===== config.mk =====
export PLATFORM = sky130hd
export DESIGN_NAME = gtr_front
export DESIGN_NICKNAME = d
export VERILOG_FILES = /design/src/gtr_pkg.sv /design/src/gtr_front.sv
export SDC_FILE = /design/constraint.sdc
export NUM_CORES = 1
export LEC_CHECK = 0
export ABC_AREA = 1
export BUFFER_PORTS_ARGS = -buffer_cell sky130_fd_sc_hd__buf_2
export CORE_ASPECT_RATIO = 0.7
export CORE_UTILIZATION = 51
export CTS_CLUSTER_DIAMETER = 80
export DETAILED_ROUTE_END_ITERATION = 10
export PLACE_DENSITY = 0.78
export SYNTH_ARGS = -nofsm -noshare
export SYNTH_HDL_FRONTEND = slang
export SYNTH_SLANG_ARGS = --single-unit

===== constraint.sdc =====
create_clock -name clk -period 3.1 [get_ports clk]
set_input_delay 0.31 -clock clk [delete_from_list [all_inputs] [get_ports clk]]
set_output_delay 0.31 -clock clk [all_outputs]
set_load 0.05 [all_outputs]

===== src/gtr_pkg.sv =====
// ----------------------------------------------------------------------------
// gtr_pkg: shared types and constants for the glyph text renderer
// Holds the command and result records, the operation codes, screen limits
// and the display controller command bytes.
// ----------------------------------------------------------------------------
`default_nettype none

package gtr_pkg;

  localparam int SCREEN_WIDTH  = 128;
  localparam int SCREEN_HEIGHT = 160;
  localparam int GLYPH_WORDS   = 4096;
  localparam int GLYPH_AW      = $clog2(GLYPH_WORDS);

  localparam logic [7:0] CMD_COLUMN = 8'h2A;
  localparam logic [7:0] CMD_ROW    = 8'h2B;
  localparam logic [7:0] CMD_WRITE  = 8'h2C;

  localparam logic [7:0] CODE_FIRST = 8'd32;
  localparam logic [7:0] CODE_LAST  = 8'd126;
  localparam logic [7:0] CODE_SPACE = 8'd32;

  localparam int QUEUE_DEPTH = 4;
  localparam int QUEUE_AW    = $clog2(QUEUE_DEPTH);

  typedef enum logic [1:0] {
    OP_LOAD  = 2'd0,
    OP_BEGIN = 2'd1,
    OP_PUT   = 2'd2,
    OP_TICK  = 2'd3
  } op_t;

  typedef enum logic [1:0] {
    CFG_FG_COLOR     = 2'd0,
    CFG_BG_COLOR     = 2'd1,
    CFG_GLYPH_WIDTH  = 2'd2,
    CFG_GLYPH_HEIGHT = 2'd3
  } cfg_index_t;

  typedef struct packed {
    op_t                 op;
    logic [7:0]          start_x;
    logic [7:0]          start_y;
    logic [7:0]          char_code;
    logic                code_ok;
    logic [GLYPH_AW-1:0] glyph_addr;
    logic [15:0]         glyph_word;
  } cmd_t;

  typedef struct packed {
    logic       kind;
    logic [7:0] out_byte;
    logic       is_data;
    logic       last;
  } result_t;

  typedef struct packed {
    logic       we;
    cfg_index_t index;
    logic [15:0] data;
  } cfg_write_t;

endpackage

`default_nettype wire


===== src/gtr_front.sv =====
// ----------------------------------------------------------------------------
// gtr_front: input decode and command queue
// Unpacks input beats into commands, checks the character range and holds
// them in a short queue until the back end takes them.
// ----------------------------------------------------------------------------
`default_nettype none

module gtr_front import gtr_pkg::*; (
  input  wire logic        clk,
  input  wire logic        rst,
  input  wire logic        s_tvalid,
  output logic             s_tready,
  input  wire logic [55:0] s_tdata,
  input  wire logic [1:0]  s_tuser,
  output logic             head_valid,
  output cmd_t             head,
  input  wire logic        pop
);

  cmd_t                queue [QUEUE_DEPTH];
  logic [QUEUE_AW-1:0] wr_ptr;
  logic [QUEUE_AW-1:0] rd_ptr;
  logic [QUEUE_AW:0]   count;
  cmd_t                in_cmd;
  logic                push;
  logic                take;

  always_comb begin
    in_cmd.op         = op_t'(s_tuser);
    in_cmd.start_x    = s_tdata[7:0];
    in_cmd.start_y    = s_tdata[15:8];
    in_cmd.char_code  = s_tdata[23:16];
    in_cmd.code_ok    = (s_tdata[23:16] >= CODE_FIRST) && (s_tdata[23:16] <= CODE_LAST);
    in_cmd.glyph_addr = s_tdata[24 +: GLYPH_AW];
    in_cmd.glyph_word = s_tdata[51:36];
  end

  assign s_tready   = (count != (QUEUE_AW+1)'(QUEUE_DEPTH));
  assign push       = s_tvalid && s_tready;
  assign head_valid = (count != '0);
  assign head       = queue[rd_ptr];
  assign take       = pop && head_valid;

  always_ff @(posedge clk) begin
    if (push) begin
      queue[wr_ptr] <= in_cmd;
    end
  end

  always_ff @(posedge clk) begin
    if (rst) begin
      wr_ptr <= '0;
      rd_ptr <= '0;
      count  <= '0;
    end else begin
      if (push) begin
        wr_ptr <= wr_ptr + 1'b1;
      end
      if (take) begin
        rd_ptr <= rd_ptr + 1'b1;
      end
      case ({push, take})
        2'b10:   count <= count + 1'b1;
        2'b01:   count <= count - 1'b1;
        default: count <= count;
      endcase
    end
  end

endmodule

`default_nettype wire


Word-level counts from Yosys, hierarchy flattened
Memories as Yosys holds them, arrays and structs flattened. A register that Yosys moved wholly into a read port is not among the register bits.
Index checks and enable logic that the tools add are counted.
{ "word_totals": {"regBits": 7, "ramBits": 220, "input_bits": 62, "out_inout_bits": 57, "wordCells": 23, "mem_count": 1} }
{ "mem_list": {"columns": ["memory", "depth", "width", "rd", "rd_clocked_by_memory_dff", "wr", "line", "source"], "rows": [
  ["queue", 4, 55, 1, 1, 1, "gtr_front.sv:20", "cmd_t queue [QUEUE_DEPTH];"]
]} }
{ "classes": {"n_addsub": 4, "magnitude_cmp": 2, "eq_ne": 3, "mux": 5, "reduce_logical": 5} }
{ "ops": {"columns": ["cell", "count"], "rows": [
  ["8-bit by 6-bit greater-or-equal comparator with 1-bit output, second input constant", 1],
  ["8-bit by 7-bit less-or-equal comparator with 1-bit output, second input constant", 1],
  ["3-bit one-hot mux with 2 select lines", 1],
  ["2-bit by 1-bit adder with 2-bit output, second input constant", 2],
  ["2-bit 2-to-1 mux", 2],
  ["3-bit by 1-bit adder with 3-bit output, second input constant", 1],
  ["1-bit logical AND", 3],
  ["3-bit != test, second input constant", 1],
  ["3-bit nonzero test", 1],
  ["3-bit by 1-bit subtractor with 3-bit output, second input constant", 1],
  ["2-bit by 1-bit == test with 1-bit output, second input constant", 1],
  ["2-bit == test, second input constant", 1],
  ["1-bit 2-to-1 mux", 2],
  ["2-bit nonzero test", 1]
]} }

Depth between registers and ports, before layout
Gate-level depths: netlist (run 1).
{ "logic_depth": {"ltp_word": 4, "mapped_depth": 13, "mapped_depth_nobuf": 13} }

Worst setup path after synthesis (run 1)
OpenSTA, ideal clock, no wires.
{ "synth_path": {"path_kind": "flip-flop to flip-flop", "startpoint": "register count[1]", "endpoint": "memory queue[0][0] in the netlist's numbering, enable pin", "setup_time_ns": 0.468, "arrival_time_ns": 3.298, "t_required_ns": 2.632, "path_slack_ns": -0.666, "path_stages_with_launch": 5, "synth_period_minus_slack_ns": 3.766, "path_cell_list": "dfxtp_1 nor2_1 nand2_1 nand2_2 nor2_1"} }
{ "synth_between": {"elab_chain_len": 4} }
{ "synth_lines": {"columns": ["element", "line", "source"], "rows": [
  ["start, declared", "gtr_front.sv:23", "logic [QUEUE_AW:0] count;"],
  ["start signal, assigned", "gtr_front.sv:63", "2'b10: count <= count + 1'b1;"],
  ["start signal, assigned", "gtr_front.sv:64", "2'b01: count <= count - 1'b1;"],
  ["start signal, assigned", "gtr_front.sv:65", "default: count <= count;"],
  ["3-bit != test", "gtr_front.sv:38", "assign s_tready = (count != (QUEUE_AW+1)'(QUEUE_DEPTH));"],
  ["via s_tready", "gtr_front.sv:12", "output logic s_tready,"],
  ["1-bit logical AND", "gtr_front.sv:39", "assign push = s_tvalid && s_tready;"],
  ["1-bit 2-to-1 mux", "gtr_front.sv:45", "if (push) begin"],
  ["1-bit 2-to-1 mux (not written as such)", "gtr_front.sv:46", "queue[wr_ptr] <= in_cmd;"],
  ["end, declared", "gtr_front.sv:20", null]
]} }
The timed path passes the listed nets, and every way through them passes these cells.

==> out/qor.yml, run 1 <==
syn_area_sq_um: 8700
cts_resized: 0
use_met2_pct: 34.5
status: "finished, final reports clean"
busiest_layer: "met2"
max_freq_ghz: 0.349
syn_area_per_cell_sq_um: 14.4
io_pins: 119
dieArea_sq_um: 17600
fp-row-count: 39
rsz0062_at_grt: "false"
gp_congestion: 0.748
worst_pin_slew_ns: 1.11
nets: 789
synth.yosys.seq_area_share_pct: 78.0
yosysTopAreaCell: "edfxtp_1"
die_width_microns: 158
synth_top_flop_cell: "edfxtp_1"
p_leak_uw: 0.00356
clkPwrFrac_pct: 26.4
cp.buffers_inverters: 2
numCtsBuffers: 22
comb_power_share_pct: 32.6
crit_path_end_kind: "primary output"
synth_top_area_share_pct: 76.0
critPathTopFamily: "buffers and inverters"
cts-root-buf: "clkbuf_16"
synthCells: 605
grt_start_max_net_pins: 111
synth_cell_types: 21
min_path_type: "input port to register"
switching_share_pct: 38.0
grt_usage_pct: 20.6
post-cts-setup-buffer-count: 0
clkSinkCount: 229
die_h_microns: 111
finalCritPeriodShare_pct: 92.4
seqPwrFrac_pct: 41.0
syn2layout_area_growth_pct: 16.5
viasPerCell: 5.51
arrival_ns: 2.55
drtPass1Iterations: 5
finalNonFillerCells: 963
layout-drive-gt1-share_pct: 23.8
power_uw: 9150
placed_cells: 922
synth_fp_nets: 673
ant_nets: 0
crit_chain: "buf_4, o21ai_0, o22ai_1, buf_2"
stdcell_area_sq_um: 10100
synth-edff-count: 220
worstSkewPairLatency_ns: 0.49
overflow: 0
criticalPathCategory: "register to primary output"
holdBufCountCts: 0
grt_pass1_wl_microns: 27400
synthArstFlopShare_pct: 0
core-area_sq_um: 16500
wl_per_cell_microns: 18.6
slew_violations: 0
cp_max_fo: 110
maxCapViolCount: 0
clockBufferDepth: 3
wl_microns: 17900
drtIter0Drc: 376
yosysWarningCount: 0
tritoncts: "yes"
start_util_pct: 52.7
grt_pass1_vias: 5407
slowest_stage: "buf_4"
htreeDepth: 1
worstPathRequired_ns: 2.79
dr_total_vias: 5310
p_switching_uw: 3480
irDropWorstVdd_mv: 0.615
ys_seq_elements: 229
p_int_uw: 5670
setup_viol: 0
powerDensity_nw_per_um2: 903
placement.io_buffers: 114
synthTopCellsByArea: "edfxtp_1 76%, nor2_1 5.1%, o21ai_0 3.9%"
grt_use_met3_pct: 7.23
dp_hpwl_microns: 10500
synthTopCellsByCount: "220 x edfxtp_1, 117 x nor2_1, 67 x o21ai_0, 50 x o22ai_1, 45 x o21ai_1"
antenna_found_initial: 3
critPathMaxStageDelay_ns: 0.80
synth_most_common_cell: "edfxtp_1"
setup-tns-final_ns: 0
post_dp_cell_area_sq_um: 9480
drc: 0
worstSetupStartpointType: "register"
clock_skew_ns: 0.00580
hold_viol: 0
fin_crit_ns: 2.86
met1_usage_pct: 25.4
slew_headroom_pct: 26.3
clk_pin_slew_ns: 0.06
routing by layer:
metal / routed length (microns) / share of wire [%] / vias up
li1: - / - / 2487
met1: 7240 / 40 / 2590
met2: 8680 / 49 / 193
met3: 1650 / 9.2 / 36
met4: 284 / 1.6 / 4
met5: 27 / 0.15 / -
state kept, by name, indices dropped and copies added, names as in the netlist, named ones only:
register,cells
rd_ptr,2
wr_ptr,2
count,3
queue,220
final timing paths:
check / startpoint / end / cells after the start / slack (ns)
min reg2reg: rd_ptr[1] / register / 2 / 0.50
max reg2reg: count[1] / queue[3][15] / 5 / 1.02
min: s_tdata[40] / queue[2][4] / 1 / 0.03
max: register / head[48] / 4 / 0.24
area by class of cell:
type / count / area [sq um]
Clock inverter: 11 / 53.8
Multi-Input combinational cell: 323 / 1640
Tap cell: 225 / 282
Fill cell: 1274 / 6360
Clock buffer: 28 / 594
Inverter: 18 / 68.8
Timing Repair Buffer: 127 / 693
Sequential cell: 229 / 6790
Antenna cell: 2 / 5.00
stage by stage:
| step | utilization, % | worst slack (ns) | hold WS [ns] |
|---|---|---|---|
| final | 61.4 | 0.235 | 0.0297 |
| after global routing | 61.4 | 0.111 | 0.0186 |
| after CTS | 61.4 | 0.262 | 0.0146 |
| after detailed placement | 57.5 | 0.811 | 0.483 |
| after global placement | 57.5 | 0.907 | 0.475 |
| after floorplan | - | -0.666 | 0.379 |
kinds of logic after synthesis:
group / count (synthesis) / synth area share, %
AND/OR/NAND/NOR: 145 / 6.56
AO/OA/AOI/OAI: 172 / 11.1
flip-flops: 229 / 78.0
adder cells (fa/ha/maj): 6 / 0.950
buffers and inverters: 53 / 3.40
cells in the final DEF, fill, tap and decap left out:
master      count
buf_12          2
o21ai_1        45
nor2_2          5
nor2_1        113
clkinv_1        5
o22ai_1        50
nand3_1         6
a21oi_1         5
buf_4          11
ha_1            5
nand4_1         1
dfxtp_2         1
inv_2           1
clkbuf_1        5
dfxtp_1         7
clkinvlp_4      2
nand2_1        14
o22ai_2         5
clkbuf_16      23
dfxtp_4         1
edfxtp_1      220
buf_2         114
fa_1            1
clkinv_2        5
diode_2         2
nand2_2         1
inv_1          16
o21ai_0        67
nor3_1          1
nor2_4          4
power groups by stage:
stage / registers [uW] / clock network [uW] / logic [uW]
2_1_floorplan: 3810 / 0 / 2310
3_3_place_gp: 3800 / 0 / 2900
3_5_place_dp: 3820 / 0 / 2990
4_1_cts: 3750 / 2450 / 3000
5_1_grt: 3770 / 2560 / 3190
6_report: 3750 / 2410 / 2980
(Power assumes the default switching activity.)
==> run 2, diff against run 1 <==
--- a/config.mk
+++ b/config.mk
@@ -9,9 +9,10 @@
 export BUFFER_PORTS_ARGS = -buffer_cell sky130_fd_sc_hd__buf_2
 export CORE_ASPECT_RATIO = 0.7
 export CORE_UTILIZATION = 51
-export CTS_CLUSTER_DIAMETER = 80
+export CTS_CLUSTER_DIAMETER = 30
 export DETAILED_ROUTE_END_ITERATION = 10
 export PLACE_DENSITY = 0.78
+export RECOVER_POWER = 50
 export SYNTH_ARGS = -nofsm -noshare
 export SYNTH_HDL_FRONTEND = slang
 export SYNTH_SLANG_ARGS = --single-unit
==> out/qor.yml, run 2 (synthesis gave the netlist of run 1 again) <==
fin_crit_ns: 2.81
comb_power_share_pct: 28.9
setup-tns-final_ns: 0
viasPerCell: 5.50
dp_hpwl_microns: 10500
setup_viol: 0
maxCapViolCount: 0
worst_slack_ns: 0.286
p_switching_uw: 3720
dieArea_sq_um: 17600
grt_start_max_net_pins: 111
clk_pin_slew_ns: 0.05
dp_slack_ns: 0.811
dr_total_vias: 5405
worstSkewPairLatency_ns: 0.49
nets: 801
drc: 0
slew_violations: 0
io_pins: 119
rsz0062_at_grt: "false"
status: "finished, final reports clean"
seqPwrFrac_pct: 36.6
placement.io_buffers: 114
largest_reg_flops: 220
power_uw: 10300
numCtsBuffers: 34
clkSinkCount: 229
worstPathRequired_ns: 2.79
top_register: "queue"
slew_headroom_pct: 29.0
die_width_microns: 158
clockBufferDepth: 3
p_int_uw: 6560
min_path_type: "input port to register"
worstSetupStartpointType: "register"
htreeDepth: 2
post-route-util_pct: 63.7
fp-row-count: 39
wl_microns: 18200
tritoncts: "yes"
worst_pin_slew_ns: 1.07
grt_pass1_vias: 5585
criticalPathCategory: "register to primary output"
holdBufCountCts: 0
core-area_sq_um: 16500
switching_share_pct: 36.2
overflow: 0
cts_resized: 0
syn2layout_area_growth_pct: 20.8
ant_nets: 0
powerDensity_nw_per_um2: 979
layout-drive-gt1-share_pct: 18.9
gp_congestion: 0.748
drtPass1Iterations: 5
cts-root-buf: "clkbuf_16"
p_leak_uw: 0.00362
reg_top3: "queue: 220 flops, count: 3 flops"
finalCritPeriodShare_pct: 90.8
post-cts-setup-buffer-count: 0
die_h_microns: 111
start_util_pct: 52.7
arrival_ns: 2.50
max_freq_ghz: 0.355
grt_pass1_wl_microns: 28000
most-common-layout-cells: "220 x edfxtp_1, 113 x nor2_1, 67 x o21ai_0, 60 x buf_2, 56 x clkbuf_1"
final_common_cell: "edfxtp_1"
crit_path_end_kind: "primary output"
grt_usage_pct: 21.2
clock_skew_ns: 0.0147
hold_slack_ns: 0.0501
drtIter0Drc: 361
irDropWorstVdd_mv: 0.609
wl_per_cell_microns: 18.6
antenna_found_initial: 0
hold_viol: 0
clkPwrFrac_pct: 34.6
cp_max_fo: 110
-- run 2: cell types whose count changed in the layout (fill, tap and decap cells not counted), sizes merged --
cell	previous run	this run
clkbuf	28	93
buf	127	73
clkinv	10	14
clkinvlp	2	4
inv	17	19
bufinv	0	1
-- run 2: power by group through the flow --
stage | logic, uW | registers (uW) | clock network, uW
after floorplan | 2310 | 3810 | 0
after global placement | 2900 | 3800 | 0
final | 2970 | 3760 | 3550
after global routing | 3180 | 3780 | 3740
after CTS | 3000 | 3760 | 3610
after detailed placement | 2990 | 3820 | 0
-- run 2: worst paths after layout --
kind / depth (start not counted) / start / slack, ns / end
setup / recovery: 4 / register / 0.29 / head[53]
hold / removal: 2 / rst / 0.05 / wr_ptr[0]
setup reg to reg: 5 / count[1] / 0.89 / queue[3][26]
hold reg to reg: 2 / rd_ptr[1] / 0.49 / register
-- run 2: through the flow --
stage	cells	cell area, sq um
floorplan	605	8700
global placement	922	9480
detailed placement	922	9480
CTS	981	10600
global route	981	10500
finish	983	10500
-- run 2: per-layer routing --
metal	part of all wire [%]	global-route usage [%]
met1	40	26.1
met2	49	34.5
met3	9.8	7.54
met4	1.9	7.69
met5	0	0
-- run 2: worst max-delay path, stage by stage (launching register included) --
cell	delay [ns]
dfxtp_4	0.34
buf_4	0.80
o21ai_0	0.25
o22ai_1	0.26
buf_2	0.33
-- run 2: area by class of cell --
type	instances	area, sq um
multi-input combinational	323	1640
clock buffer	39	933
inverter	18	68.8
fill	1260	5990
timing repair buffer	127	626
clock inverter	20	155
tap	225	282
antenna	2	5.00
sequential	229	6790
==> run 3, diff against run 2 <==
==> constraint.sdc (replaced) <==
create_clock -name clk -period 3.1 [get_ports clk]
set_input_delay 0.31 -clock clk [delete_from_list [all_inputs] [get_ports clk]]
set_output_delay 0.31 -clock clk [all_outputs]
set_load 0.005 [all_outputs]
==> out/qor.yml, run 3 (synthesis gave the netlist of run 1 again) <==
status: "finished, final reports clean"
cp_max_fo: 110
dp_hpwl_microns: 10200
crit_chain: "buf_4, o21ai_0, o22ai_1, buf_2"
diodes: 0
finalCritPeriodShare_pct: 87.7
drtIter0Drc: 474
clk_pin_slew_ns: 0.05
fin_crit_ns: 2.72
max_freq_ghz: 0.368
worst_slack_ns: 0.381
reg2regPathDepth: 5
grt_pass1_wl_microns: 28600
fp-row-count: 39
crit_path_end_kind: "primary output"
start_util_pct: 52.7
clockBufferDepth: 3
cts_resized: 0
maxCapViolCount: 0
syn2layout_area_growth_pct: 21.2
post-cts-setup-buffer-count: 0
powerDensity_nw_per_um2: 879
worstSetupStartpointType: "register"
grt_start_max_net_pins: 111
dieArea_sq_um: 17600
clkSinkCount: 229
largest_reg_flops: 220
viasPerCell: 5.52
worstSkewPairLatency_ns: 0.50
p_leak_uw: 0.00363
gp_congestion: 0.732
drtPass1Iterations: 5
hp-start: "rst"
nets: 801
die_width_microns: 158
arrival_ns: 2.41
grt_usage_pct: 21.3
holdBufCountCts: 0
setup-tns-final_ns: 0
layout-drive-gt1-share_pct: 19.6
critPathTopFamily: "buffers and inverters"
htreeDepth: 2
critPathMaxStageDelay_ns: 0.81
worstSetupPathDepth: 4
wl_microns: 18400
criticalPathCategory: "register to primary output"
top_register: "queue"
cts-root-buf: "clkbuf_16"
min_path_type: "input port to register"
numCtsBuffers: 36
hold_viol: 0
irDropWorstVdd_mv: 0.621
worst_pin_slew_ns: 1.05
die_h_microns: 111
slew_headroom_pct: 30.3
worstPathRequired_ns: 2.79
wl_per_cell_microns: 18.7
slew_violations: 0
drc: 0
final_common_cell: "edfxtp_1"
io_pins: 119
grt_pass1_vias: 5687
tritoncts: "yes"
rsz0062_at_grt: "false"
most-common-layout-cells: "220 x edfxtp_1, 113 x nor2_1, 67 x o21ai_0, 60 x buf_2, 57 x clkbuf_1"
setup_viol: 0
reg_top3: "queue: 220 flops, count: 3 flops"
core-area_sq_um: 16500
dr_total_vias: 5446
placement.io_buffers: 114
regToRegSetupSlack_ns: 0.87
r2r-start: "count[1]"
overflow: 0
cp.buffers_inverters: 2
ant_nets: 0
slowest_stage: "buf_4"
antenna_found_initial: 0
clock_skew_ns: 0.0197
dp_slack_ns: 0.968
min_path_cells: 2
[run 3: cell count changes in the layout (fill, tap and decap cells not counted), sizes merged]
cell,previous run,this run
buf,73,69
clkinvlp,4,8
clkbuf,93,96
diode,2,0
inv,19,21
bufinv,1,2
clkinv,14,13
[run 3: report_power, final]
part	total [uW]	internal (uW)	switching [uW]
logic	1750	605	1140
registers	3760	3690	75.5
clock network	3750	2370	1380
total	9260	6670	2600
[run 3: metrics by stage]
| step | std cells | util [%] | instance area (sq um) | total power (uW) | hold slack, ns |
|---|---|---|---|---|---|
| finish | 986 | 63.9 | 10500 | 9260 | 0.0590 |
| global route | 986 | 63.9 | 10500 | 9690 | 0.0444 |
| CTS | 986 | 64.3 | 10600 | 9350 | 0.0105 |
| detailed placement | 920 | 57.3 | 9450 | 5580 | 0.502 |
| global placement | 920 | 57.3 | 9450 | 5470 | 0.477 |
| floorplan | 605 | - | 8700 | 4920 | 0.379 |
[run 3: layout make-up]
cell class              instances  area, sq um
flip-flops and latches        229         6790
fillers                      1242         5960
multi-input cells             323         1640
clock buffers                  40          937
repair buffers                125          593
well taps                     225          282
clock inverters                26          221
inverters                      18         68.8
[run 3: final timing paths]
kind | to
worst max-delay path | head[49]
worst min register to register | register
worst max register to register | queue[3][23]
worst min-delay path | wr_ptr[0]
[run 3: worst register-to-register path: cells and delay by family (launching register included)]
kind,cells,cell delay [ns]
flops,1,0.35
buf+inv,1,0.48
simple gates,4,1.04
[run 3: layer usage]
metal | vias up | global-route usage (%) | share of wire [%]
li1 | 2527 | - | -
met2 | 190 | 35.2 | 49
met3 | 41 | 6.33 | 8.4
met4 | 0 | 7.12 | 2.0
met1 | 2688 | 26.8 | 41
met5 | - | 0 | 0
